--- src/rtl/hrb_pkg.sv ---
// shared types, widths, register indexes and reset values for the button remote
package hrb_pkg;

  localparam int NumButtonsDef = 6;
  localparam int TimeBitsDef   = 32;

  localparam int SampleW  = 12;
  localparam int SeqW     = 8;
  localparam int CfgIdxW  = 3;
  localparam int CfgDataW = 24;

  localparam int DebounceW = 10;
  localparam int ResendW   = 16;
  localparam int HoldW     = 20;
  localparam int IdleW     = 24;
  localparam int BatLevelW = 12;
  localparam int BatCheckW = 24;
  localparam int FlashW    = 10;
  localparam int BlinkW    = 12;

  localparam logic [DebounceW-1:0] DebounceRst = DebounceW'(10);
  localparam logic [ResendW-1:0]   ResendRst   = ResendW'(25);
  localparam logic [HoldW-1:0]     HoldRst     = HoldW'(10000);
  localparam logic [IdleW-1:0]     IdleRst     = IdleW'(30000);
  localparam logic [BatLevelW-1:0] BatLevelRst = BatLevelW'(1900);
  localparam logic [BatCheckW-1:0] BatCheckRst = BatCheckW'(60000);
  localparam logic [FlashW-1:0]    FlashRst    = FlashW'(80);
  localparam logic [BlinkW-1:0]    BlinkRst    = BlinkW'(250);

  // led level bit positions
  localparam int LedR = 0;
  localparam int LedG = 1;
  localparam int LedB = 2;

  typedef enum logic [CfgIdxW-1:0] {
    CFG_DEBOUNCE  = 3'd0,
    CFG_RESEND    = 3'd1,
    CFG_HOLD      = 3'd2,
    CFG_IDLE      = 3'd3,
    CFG_BAT_LEVEL = 3'd4,
    CFG_BAT_CHECK = 3'd5,
    CFG_FLASH     = 3'd6,
    CFG_BLINK     = 3'd7
  } cfg_idx_e;

  typedef enum logic [1:0] {
    LED_OFF   = 2'd0,
    LED_FLASH = 2'd1,
    LED_GREEN = 2'd2,
    LED_BLINK = 2'd3
  } led_mode_e;

  // per-item result flags shared by both beats of an item
  typedef struct packed {
    logic two;
    logic pkt;
    logic red;
    logic green;
    logic blue;
    logic sleep;
  } res_flags_t;

endpackage

--- src/rtl/hrb_debounce.sv ---
// per-button time debouncer producing stable pressed levels
module hrb_debounce import hrb_pkg::*; #(
  parameter int NUM_BUTTONS = NumButtonsDef,
  parameter int TIME_BITS   = TimeBitsDef
) (
  input  logic                   clk_i,
  input  logic                   rst_ni,
  input  logic                   step_i,
  input  logic [TIME_BITS-1:0]   now_i,
  input  logic [NUM_BUTTONS-1:0] raw_i,
  input  logic [DebounceW-1:0]   debounce_ms_i,
  output logic [NUM_BUTTONS-1:0] levels_o
);

  logic [NUM_BUTTONS-1:0] prev_q;
  logic [NUM_BUTTONS-1:0] stable_q, stable_d;
  logic [TIME_BITS-1:0]   stamp_q [NUM_BUTTONS];
  logic [TIME_BITS-1:0]   stamp_d [NUM_BUTTONS];
  logic [TIME_BITS-1:0]   elapsed [NUM_BUTTONS];

  always_comb begin
    stable_d = stable_q;
    for (int i = 0; i < NUM_BUTTONS; i++) begin
      stamp_d[i] = (raw_i[i] != prev_q[i]) ? now_i : stamp_q[i];
      elapsed[i] = now_i - stamp_d[i];
      if (32'(elapsed[i]) > 32'(debounce_ms_i)) begin
        stable_d[i] = raw_i[i];
      end
    end
  end

  assign levels_o = stable_d;

  always_ff @(posedge clk_i or negedge rst_ni) begin
    if (!rst_ni) begin
      prev_q   <= '0;
      stable_q <= '0;
      for (int i = 0; i < NUM_BUTTONS; i++) begin
        stamp_q[i] <= '0;
      end
    end else if (step_i) begin
      prev_q   <= raw_i;
      stable_q <= stable_d;
      for (int i = 0; i < NUM_BUTTONS; i++) begin
        stamp_q[i] <= stamp_d[i];
      end
    end
  end

endmodule

--- src/rtl/hrb_ctrl.sv ---
// hold-to-run machine, battery check, led pattern and idle detection
module hrb_ctrl import hrb_pkg::*; #(
  parameter int NUM_BUTTONS = NumButtonsDef,
  parameter int TIME_BITS   = TimeBitsDef
) (
  input  logic                   clk_i,
  input  logic                   rst_ni,
  input  logic                   step_i,
  input  logic [TIME_BITS-1:0]   now_i,
  input  logic [NUM_BUTTONS-1:0] levels_i,
  input  logic [SampleW-1:0]     sample_i,
  input  logic [ResendW-1:0]     resend_ms_i,
  input  logic [HoldW-1:0]       hold_ms_i,
  input  logic [IdleW-1:0]       idle_ms_i,
  input  logic [BatLevelW-1:0]   bat_level_i,
  input  logic [BatCheckW-1:0]   bat_check_ms_i,
  input  logic [FlashW-1:0]      flash_ms_i,
  input  logic [BlinkW-1:0]      blink_ms_i,
  output res_flags_t             flags_o,
  output logic [NUM_BUTTONS-1:0] mask0_o,
  output logic [NUM_BUTTONS-1:0] mask1_o,
  output logic [SeqW-1:0]        seq0_o,
  output logic [SeqW-1:0]        seq1_o
);

  logic [NUM_BUTTONS-1:0] active_q, active_d;
  logic [TIME_BITS-1:0]   hold_start_q, hold_start_d;
  logic [TIME_BITS-1:0]   last_send_q, last_send_d;
  logic [TIME_BITS-1:0]   last_act_q, last_act_d;
  logic [TIME_BITS-1:0]   bat_chk_q, bat_chk_d;
  logic                   bat_low_q, bat_low_d;
  logic                   bat_seen_q;
  led_mode_e              mode_q, mode_d;
  logic [TIME_BITS-1:0]   mode_start_q, mode_start_d;
  logic [TIME_BITS-1:0]   swap_q, swap_d;
  logic                   phase_q, phase_d;
  logic [2:0]             led_q, led_d;
  logic [SeqW-1:0]        cnt_q, cnt_d;

  logic                   bat_eval;
  logic                   single;
  logic                   rep, tout;
  logic                   set_mode;
  led_mode_e              new_mode;
  logic [1:0]             npkt;
  logic                   sleep;
  logic [TIME_BITS-1:0]   el_mode, el_swap, el_send, el_hold, el_idle, el_bat;

  assign el_mode = now_i - mode_start_q;
  assign el_swap = now_i - swap_q;
  assign el_send = now_i - last_send_q;
  assign el_hold = now_i - hold_start_q;
  assign el_bat  = now_i - bat_chk_q;

  // battery check
  assign bat_eval  = !bat_seen_q || (32'(el_bat) > 32'(bat_check_ms_i));
  assign bat_low_d = bat_eval ? (sample_i < bat_level_i) : bat_low_q;
  assign bat_chk_d = bat_eval ? now_i : bat_chk_q;

  assign single = (levels_i != '0) && ((levels_i & (levels_i - NUM_BUTTONS'(1))) == '0);
  assign rep    = 32'(el_send) >= 32'(resend_ms_i);
  assign tout   = 32'(el_hold) > 32'(hold_ms_i);

  // hold-to-run
  always_comb begin
    active_d     = active_q;
    hold_start_d = hold_start_q;
    last_send_d  = last_send_q;
    last_act_d   = last_act_q;
    set_mode     = 1'b0;
    new_mode     = LED_OFF;
    npkt         = 2'd0;
    mask0_o      = '0;
    mask1_o      = '0;
    if (levels_i != '0) begin
      if (single) begin
        if (levels_i != active_q) begin
          active_d     = levels_i;
          hold_start_d = now_i;
          last_act_d   = now_i;
          last_send_d  = now_i;
          npkt         = 2'd1;
          mask0_o      = levels_i;
          set_mode     = 1'b1;
          new_mode     = bat_low_d ? LED_BLINK : LED_GREEN;
        end else begin
          if (rep) begin
            last_send_d = now_i;
            npkt        = 2'd1;
            mask0_o     = active_q;
          end
          if (tout) begin
            active_d = '0;
            npkt     = rep ? 2'd2 : 2'd1;
            set_mode = 1'b1;
          end
        end
      end else if (active_q != '0) begin
        active_d = '0;
        npkt     = 2'd1;
        set_mode = 1'b1;
      end
    end else if (active_q != '0) begin
      active_d   = '0;
      last_act_d = now_i;
      npkt       = 2'd1;
      set_mode   = 1'b1;
    end
  end

  // led update, then mode changes from the hold machine
  always_comb begin
    mode_d       = mode_q;
    mode_start_d = mode_start_q;
    swap_d       = swap_q;
    phase_d      = phase_q;
    led_d        = led_q;
    case (mode_q)
      LED_OFF: begin
        led_d = '0;
      end
      LED_FLASH: begin
        if (32'(el_mode) < 32'(flash_ms_i)) begin
          led_d = 3'(1 << LedG);
        end else begin
          mode_d = LED_OFF;
        end
      end
      LED_GREEN: begin
        led_d = 3'(1 << LedG);
      end
      LED_BLINK: begin
        if (32'(el_swap) >= 32'(blink_ms_i)) begin
          swap_d  = now_i;
          phase_d = !phase_q;
          led_d   = phase_q ? 3'(1 << LedR) : 3'(1 << LedB);
        end
      end
      default: begin
        led_d = led_q;
      end
    endcase
    if (set_mode) begin
      mode_d       = new_mode;
      mode_start_d = now_i;
      phase_d      = 1'b0;
    end
  end

  assign el_idle = now_i - last_act_d;
  assign sleep   = (active_d == '0) && (32'(el_idle) > 32'(idle_ms_i));
  assign cnt_d   = cnt_q + SeqW'(npkt);
  assign seq0_o  = cnt_q;
  assign seq1_o  = cnt_q + SeqW'(1);

  always_comb begin
    flags_o       = '0;
    flags_o.two   = (npkt == 2'd2);
    flags_o.pkt   = (npkt != 2'd0);
    flags_o.red   = led_d[LedR];
    flags_o.green = led_d[LedG];
    flags_o.blue  = led_d[LedB];
    flags_o.sleep = sleep;
  end

  always_ff @(posedge clk_i or negedge rst_ni) begin
    if (!rst_ni) begin
      active_q     <= '0;
      hold_start_q <= '0;
      last_send_q  <= '0;
      last_act_q   <= '0;
      bat_chk_q    <= '0;
      bat_low_q    <= 1'b0;
      bat_seen_q   <= 1'b0;
      mode_q       <= LED_OFF;
      mode_start_q <= '0;
      swap_q       <= '0;
      phase_q      <= 1'b0;
      led_q        <= '0;
      cnt_q        <= '0;
    end else if (step_i) begin
      active_q     <= active_d;
      hold_start_q <= hold_start_d;
      last_send_q  <= last_send_d;
      last_act_q   <= last_act_d;
      bat_chk_q    <= bat_chk_d;
      bat_low_q    <= bat_low_d;
      bat_seen_q   <= 1'b1;
      mode_q       <= mode_d;
      mode_start_q <= mode_start_d;
      swap_q       <= swap_d;
      phase_q      <= phase_d;
      led_q        <= led_d;
      cnt_q        <= cnt_d;
    end
  end

`ifndef ASSERT_OFF
  // at most one button is ever held
  a_active_onehot: assert property (@(posedge clk_i) disable iff (!rst_ni)
    $onehot0(active_q))
    else $error("hold mask not one-hot");

  // a second packet of an item is always a stop after a repeat
  a_two_is_stop: assert property (@(posedge clk_i) disable iff (!rst_ni)
    (step_i && flags_o.two) |-> (mask1_o == '0 && mask0_o != '0 && active_d == '0))
    else $error("two-packet item without stop");
`endif

endmodule

--- src/rtl/hrb_obuf.sv ---
// result register releasing one or two beats per item
module hrb_obuf import hrb_pkg::*; #(
  parameter int NUM_BUTTONS = NumButtonsDef
) (
  input  logic                   clk_i,
  input  logic                   rst_ni,
  input  logic                   load_i,
  input  res_flags_t             flags_i,
  input  logic [NUM_BUTTONS-1:0] mask0_i,
  input  logic [NUM_BUTTONS-1:0] mask1_i,
  input  logic [SeqW-1:0]        seq0_i,
  input  logic [SeqW-1:0]        seq1_i,
  output logic                   free_o,
  output logic                   valid_o,
  input  logic                   ready_i,
  output res_flags_t             flags_o,
  output logic [NUM_BUTTONS-1:0] mask_o,
  output logic [SeqW-1:0]        seq_o,
  output logic                   last_o
);

  logic                   valid_q;
  logic                   second_q;
  res_flags_t             flags_q;
  logic [NUM_BUTTONS-1:0] mask_q, mask1_q;
  logic [SeqW-1:0]        seq_q, seq1_q;

  assign free_o = !valid_q || (ready_i && !second_q);

  always_ff @(posedge clk_i or negedge rst_ni) begin
    if (!rst_ni) begin
      valid_q  <= 1'b0;
      second_q <= 1'b0;
    end else if (load_i) begin
      valid_q  <= 1'b1;
      second_q <= flags_i.two;
    end else if (valid_q && ready_i) begin
      valid_q  <= second_q;
      second_q <= 1'b0;
    end
  end

  always_ff @(posedge clk_i) begin
    if (load_i) begin
      flags_q <= flags_i;
      mask_q  <= mask0_i;
      seq_q   <= flags_i.pkt ? seq0_i : '0;
      mask1_q <= mask1_i;
      seq1_q  <= seq1_i;
    end else if (valid_q && ready_i && second_q) begin
      mask_q <= mask1_q;
      seq_q  <= seq1_q;
    end
  end

  assign valid_o = valid_q;
  assign flags_o = flags_q;
  assign mask_o  = mask_q;
  assign seq_o   = seq_q;
  assign last_o  = !second_q;

`ifndef ASSERT_OFF
  // a pending second beat needs a held first beat
  a_second_valid: assert property (@(posedge clk_i) disable iff (!rst_ni)
    second_q |-> valid_q)
    else $error("second beat pending without valid");

  // a non-final beat is always followed by the rest of its item
  a_pair_follows: assert property (@(posedge clk_i) disable iff (!rst_ni)
    (valid_o && ready_i && !last_o) |=> (valid_o && last_o))
    else $error("second beat lost");
`endif

endmodule

--- src/rtl/hold_to_run_button_remote_top.sv ---
// top level: input register, configuration registers and processing pipeline
// the input register holds an accepted beat until the result register frees and takes its result
// throughput: one item per cycle while output is ready; a stop after a repeat stalls the input
// the input register refills whenever the result register frees, back pressure is combinational
// reset: control state cleared, configuration back to defaults, ready right after reset
module hold_to_run_button_remote_top import hrb_pkg::*; #(
  parameter int NUM_BUTTONS = NumButtonsDef,
  parameter int TIME_BITS   = TimeBitsDef,
  localparam int InW        = TIME_BITS + NUM_BUTTONS + SampleW,
  localparam int InTdataW   = ((InW + 7) / 8) * 8,
  localparam int OutW       = NUM_BUTTONS + SeqW + 4,
  localparam int OutTdataW  = ((OutW + 7) / 8) * 8
) (
  input  logic                 clk_i,
  input  logic                 rst_ni,
  input  logic                 s_axis_tvalid_i,
  output logic                 s_axis_tready_o,
  // now_ms, buttons_raw, battery_sample
  input  logic [InTdataW-1:0]  s_axis_tdata_i,
  output logic                 m_axis_tvalid_o,
  input  logic                 m_axis_tready_i,
  // packet_mask, packet_sequence, led_red, led_green, led_blue, sleep_request
  output logic [OutTdataW-1:0] m_axis_tdata_o,
  // packet_valid
  output logic                 m_axis_tuser_o,
  output logic                 m_axis_tlast_o,
  input  logic                 cfg_we_i,
  input  logic [CfgIdxW-1:0]   cfg_index_i,
  input  logic [CfgDataW-1:0]  cfg_data_i
);

  logic [DebounceW-1:0] debounce_q;
  logic [ResendW-1:0]   resend_q;
  logic [HoldW-1:0]     hold_q;
  logic [IdleW-1:0]     idle_q;
  logic [BatLevelW-1:0] bat_level_q;
  logic [BatCheckW-1:0] bat_check_q;
  logic [FlashW-1:0]    flash_q;
  logic [BlinkW-1:0]    blink_q;

  logic                   in_valid_q;
  logic [TIME_BITS-1:0]   now_q;
  logic [NUM_BUTTONS-1:0] raw_q;
  logic [SampleW-1:0]     sample_q;

  logic                   res_free;
  logic                   step;
  logic [NUM_BUTTONS-1:0] levels;
  res_flags_t             flags, out_flags;
  logic [NUM_BUTTONS-1:0] mask0, mask1, out_mask;
  logic [SeqW-1:0]        seq0, seq1, out_seq;

  always_ff @(posedge clk_i or negedge rst_ni) begin
    if (!rst_ni) begin
      debounce_q  <= DebounceRst;
      resend_q    <= ResendRst;
      hold_q      <= HoldRst;
      idle_q      <= IdleRst;
      bat_level_q <= BatLevelRst;
      bat_check_q <= BatCheckRst;
      flash_q     <= FlashRst;
      blink_q     <= BlinkRst;
    end else if (cfg_we_i) begin
      case (cfg_idx_e'(cfg_index_i))
        CFG_DEBOUNCE:  debounce_q  <= cfg_data_i[DebounceW-1:0];
        CFG_RESEND:    resend_q    <= cfg_data_i[ResendW-1:0];
        CFG_HOLD:      hold_q      <= cfg_data_i[HoldW-1:0];
        CFG_IDLE:      idle_q      <= cfg_data_i[IdleW-1:0];
        CFG_BAT_LEVEL: bat_level_q <= cfg_data_i[BatLevelW-1:0];
        CFG_BAT_CHECK: bat_check_q <= cfg_data_i[BatCheckW-1:0];
        CFG_FLASH:     flash_q     <= cfg_data_i[FlashW-1:0];
        CFG_BLINK:     blink_q     <= cfg_data_i[BlinkW-1:0];
        default: begin
        end
      endcase
    end
  end

  // input register
  assign step            = in_valid_q && res_free;
  assign s_axis_tready_o = !in_valid_q || res_free;

  always_ff @(posedge clk_i or negedge rst_ni) begin
    if (!rst_ni) begin
      in_valid_q <= 1'b0;
    end else if (s_axis_tready_o) begin
      in_valid_q <= s_axis_tvalid_i;
    end
  end

  always_ff @(posedge clk_i) begin
    if (s_axis_tready_o && s_axis_tvalid_i) begin
      now_q    <= s_axis_tdata_i[TIME_BITS-1:0];
      raw_q    <= s_axis_tdata_i[TIME_BITS +: NUM_BUTTONS];
      sample_q <= s_axis_tdata_i[TIME_BITS+NUM_BUTTONS +: SampleW];
    end
  end

  hrb_debounce #(
    .NUM_BUTTONS (NUM_BUTTONS),
    .TIME_BITS   (TIME_BITS)
  ) u_debounce (
    .clk_i         (clk_i),
    .rst_ni        (rst_ni),
    .step_i        (step),
    .now_i         (now_q),
    .raw_i         (raw_q),
    .debounce_ms_i (debounce_q),
    .levels_o      (levels)
  );

  hrb_ctrl #(
    .NUM_BUTTONS (NUM_BUTTONS),
    .TIME_BITS   (TIME_BITS)
  ) u_ctrl (
    .clk_i          (clk_i),
    .rst_ni         (rst_ni),
    .step_i         (step),
    .now_i          (now_q),
    .levels_i       (levels),
    .sample_i       (sample_q),
    .resend_ms_i    (resend_q),
    .hold_ms_i      (hold_q),
    .idle_ms_i      (idle_q),
    .bat_level_i    (bat_level_q),
    .bat_check_ms_i (bat_check_q),
    .flash_ms_i     (flash_q),
    .blink_ms_i     (blink_q),
    .flags_o        (flags),
    .mask0_o        (mask0),
    .mask1_o        (mask1),
    .seq0_o         (seq0),
    .seq1_o         (seq1)
  );

  hrb_obuf #(
    .NUM_BUTTONS (NUM_BUTTONS)
  ) u_obuf (
    .clk_i   (clk_i),
    .rst_ni  (rst_ni),
    .load_i  (step),
    .flags_i (flags),
    .mask0_i (mask0),
    .mask1_i (mask1),
    .seq0_i  (seq0),
    .seq1_i  (seq1),
    .free_o  (res_free),
    .valid_o (m_axis_tvalid_o),
    .ready_i (m_axis_tready_i),
    .flags_o (out_flags),
    .mask_o  (out_mask),
    .seq_o   (out_seq),
    .last_o  (m_axis_tlast_o)
  );

  assign m_axis_tdata_o = OutTdataW'({out_flags.sleep, out_flags.blue, out_flags.green,
                                      out_flags.red, out_seq, out_mask});
  assign m_axis_tuser_o = out_flags.pkt;

endmodule
--- config.mk ---
export PLATFORM = sky130hd
export DESIGN_NAME = hold_to_run_button_remote_top
export DESIGN_NICKNAME = d
export VERILOG_FILES = /design/src/rtl/hrb_pkg.sv /design/src/rtl/hrb_debounce.sv /design/src/rtl/hrb_ctrl.sv /design/src/rtl/hrb_obuf.sv /design/src/rtl/hold_to_run_button_remote_top.sv
export SDC_FILE = /design/constraint.sdc
export NUM_CORES = 2
export LEC_CHECK = 0
export ABC_AREA = 1
export BUFFER_PORTS_ARGS = -buffer_cell sky130_fd_sc_hd__buf_2
export CORE_MARGIN = 2
export CORE_UTILIZATION = 35
export CTS_CLUSTER_SIZE = 40
export DETAILED_ROUTE_END_ITERATION = 10
export SLEW_MARGIN = 20
export SYNTH_ARGS = -nofsm -noshare
export SYNTH_HDL_FRONTEND = slang
export SYNTH_SLANG_ARGS = --single-unit
--- constraint.sdc ---
create_clock -name clk_i -period 20.4 [get_ports clk_i]
set_clock_uncertainty 0.2 [all_clocks]
set_input_delay 3.06 -clock clk_i [delete_from_list [all_inputs] [get_ports clk_i]]
set_output_delay 3.06 -clock clk_i [all_outputs]
set_load 0.005 [all_outputs]
==> flow_metrics.env <==
export IMPL_yosysSeqAreaShare_pct=30.0
export IMPL_drv_cap=0
export IMPL_dieArea_um2=157000
export IMPL_ctsHoldBuffers=0
export IMPL_yosysWarnings=0
export IMPL_synth_top_cell_area_share_pct=23.8
export IMPL_hold_class="flip-flop to flip-flop"
export IMPL_root_buffer="clkbuf_16"
export IMPL_reg2regPathDepth=62
export IMPL_wire_per_inst_um=20.7
export IMPL_hold_path_startpoint="u_ctrl.bat_seen_q"
export IMPL_syn_area_um2=53700
export IMPL_crit_type="flip-flop to flip-flop"
export IMPL_p_sw_mw=4.35
export IMPL_async_reset_ff_share_pct=87.7
export IMPL_synth_area_per_cell_um2=6.88
export IMPL_synth_edf_count=77
export IMPL_place_congestion=0.936
export IMPL_drt_pass1_iter_count=6
export IMPL_max_stage_delay_ps=630
export IMPL_reg2reg_to="u_obuf.flags_o[0]"
export IMPL_slew_headroom_pct=27.5
export IMPL_power_leakage_nw=29.0
export IMPL_die_y_um=396
export IMPL_syn_to_final_growth_pct=10.5
export IMPL_fin_crit_ps=13060
export IMPL_clkSinkCount=626
export IMPL_critPathLaunchType="flip-flop"
export IMPL_vias_per_cell=5.29
export IMPL_ys_flop_type="dfrtp_1"
export IMPL_peakVddDrop_uv=78.2
export IMPL_nNetsFinal=8484
export IMPL_grt_usage_pct=26.0
export IMPL_outcome="finished clean"
export IMPL_final_hold_viol_count=0
export IMPL_grt_overflow_total=0
export IMPL_p_per_area_nw_per_um2=148
export IMPL_cts_resized=0
export IMPL_synth_area_top_cells="dfrtp_1 (24%), nand2_1 (15%), ha_1 (12%)"
export IMPL_antenna_found_initial=18
export IMPL_vias=52800
export IMPL_crit_slowest_cell="inv_1"
export IMPL_numCtsBuffers=80
export IMPL_clock_fmax_ghz=0.0766
export IMPL_sequentialPowerShare_pct=22.0
export IMPL_portBuffers=103
export IMPL_core_area_um2=152000
export IMPL_worstPathArrival_ps=13310
export IMPL_setup_tns_ps=0
export IMPL_htree_levels=3
export IMPL_finalCritPeriodShare_pct=64.0
export IMPL_p_int_mw=4.46
export IMPL_fp_row_count=143
export IMPL_post_cts_setup_buffer_count=0
export IMPL_rrSetupSlack_ps=7340
export IMPL_pwr_share_clk_pct=16.8
export IMPL_holdPathStages=2
export IMPL_drc=0
export IMPL_finalMaxSlewViolations=0
export IMPL_detail_route_iter0_violations=5000
export IMPL_synth_top_cell_by_area="dfrtp_1"
export IMPL_ys_ff_latch=626
export IMPL_worstMarginPinSlew_ps=1090
export IMPL_start_util_pct=35.3
export IMPL_path_clk_slew_ps=60
export IMPL_ant_nets=0
export IMPL_syn_inst=7806
export IMPL_die_w_um=396
export IMPL_clk_path_buf_depth=3
export IMPL_drive_gt1_share_pct=7.68
export IMPL_fin_ws_ps=7340
export IMPL_routed_wl_mm=207
export IMPL_worst_setup_path_end_kind="flip-flop"
export IMPL_clk_latency_ps=700
export IMPL_grt_pass1_wl_mm=307
export IMPL_pwr_share_comb_pct=61.2
export IMPL_ios=116
export IMPL_rsz0062_at_grt="false"
export IMPL_yosysUniqueCellTypes=65
export IMPL_critPathMostFrequentCell="nand2_1"
export IMPL_crit_fanout=40
export IMPL_hpwl_mm=149
export IMPL_setup_viol=0
export IMPL_grt_max_degree=158
export IMPL_required_ps=20640
export IMPL_cts_tree="done"
export IMPL_pre_cts_ws_ps=7680
export IMPL_sw_frac_of_total_pct=49.4
export IMPL_holdPathEnd="u_ctrl.bat_seen_q"
export IMPL_grt_pass1_vias=49400
export IMPL_r2r_start="raw_q[0]"
[synthesized netlist by cell type, types with 24 or more instances]
master	count
nand2_1	2096
nand3b_1	31
nand3_2	26
a31oi_1	29
a21o_1	33
dfrtp_1	510
o21ai_2	35
nand3_1	373
nand4_1	107
dfstp_2	39
o211ai_1	69
xor2_1	161
nor2_1	488
nor4_1	24
nor3_1	103
ha_1	511
o21ai_0	848
xnor2_1	82
inv_2	59
a21oi_1	508
nand2_2	52
edfxtp_1	77
inv_1	1000
o21ai_1	75
clkbuf_1	167
o21bai_1	30
a21boi_0	26
[worst max-delay path, delay by kind of cell (launching register included)]
family / cells / cell delay (ps)
flip-flops: 1 / 430
adder cells (fa/ha/maj): 5 / 1590
buffers and inverters: 7 / 2130
AND/OR/NAND/NOR: 33 / 4390
AO/OA/AOI/OAI: 15 / 3720
XOR/XNOR: 2 / 330
[stage by stage]
| step | total power [mW] | instance area, um^2 | cells | utilization [%] | hold slack (ps) |
|---|---|---|---|---|---|
| after detailed placement | 7.24 | 56600 | 9824 | 37.2 | 244 |
| after CTS | 8.76 | 59300 | 9970 | 39.0 | 260 |
| after global placement | 7.16 | 56600 | 9824 | 37.2 | 238 |
| after floorplan | 5.90 | 53700 | 7811 | - | 222 |
| final | 8.80 | 59400 | 9978 | 39.0 | 262 |
| after global routing | 9.66 | 59300 | 9970 | 39.0 | 286 |
[kinds of logic (layout without fill, tap and decap cells)]
group,after synthesis,in the layout,share of synthesized area [%]
simple gates,3355,3355,26.3
compound gates,1772,1772,18.2
buf+inv,1289,1418,9.34
flops,626,626,30.0
fa+ha+maj,520,520,12.2
xor+xnor,243,243,3.96
other cells,1,14,0.00698
[routing by layer]
metal  track usage (%)  up-vias  routed length, um
met5                 0        -                 27
met4              12.2        4              10200
met3              3.59      375              13500
met2              41.9     1590              92300
met1              34.3    24800              90800
li1                  -    26000                  -
[registers in the layout, indices dropped and copies added, names as in the netlist, 20 cells and up]
register	count
bat_check_q	24
hold_q	20
idle_q	24
now_q	32
u_ctrl.bat_chk_q	32
u_ctrl.hold_start_q	32
u_ctrl.last_act_q	32
u_ctrl.last_send_q	32
u_ctrl.mode_start_q	32
u_ctrl.swap_q	32
u_debounce.stamp_q	192
[worst max path at each step]
stage	to	cells past startpoint	slack, ps	from
after global routing	u_obuf.flags_o[0]	62	6250	raw_q[0]
after global placement	u_obuf.flags_o[0]	62	7680	raw_q[0]
after floorplan	u_obuf.flags_o[0]	58	11310	now_q[1]
final	u_obuf.flags_o[0]	62	7340	raw_q[0]
after detailed placement	u_obuf.flags_o[0]	61	7680	raw_q[0]
after CTS	u_obuf.flags_o[0]	62	7610	raw_q[0]
[placed cells by master, fill, tap and decap left out, types with 75 or more instances in the layout]
master	n
buf_4	105
xor2_1	160
buf_2	102
dfrtp_1	510
nand3_1	371
a21oi_1	507
nor3_1	102
inv_1	990
o21ai_0	848
ha_1	511
o21ai_1	75
nand4_1	107
xnor2_1	82
nor2_1	487
edfxtp_1	77
nand2_1	2092
clkbuf_16	81
[final cells by class]
| type | instances | area, um^2 |
|---|---|---|
| flip-flops and latches | 626 | 16100 |
| diodes | 8 | 20.0 |
| multi-input cells | 5896 | 32700 |
| fillers | 16100 | 92900 |
| inverters | 1063 | 4000 |
| clock buffers | 116 | 2340 |
| repair buffers | 209 | 1330 |
| well taps | 2030 | 2540 |
| clock inverters | 30 | 347 |
[power by group through the flow]
stage,combinational (mW),clock (mW),sequential (mW)
global route,6.12,1.55,1.98
finish,5.39,1.48,1.93
detailed placement,5.30,0,1.94
floorplan,4.00,0,1.90
global placement,5.23,0,1.93
CTS,5.33,1.51,1.93
No activity file was read; power rests on OpenSTA's default activity.
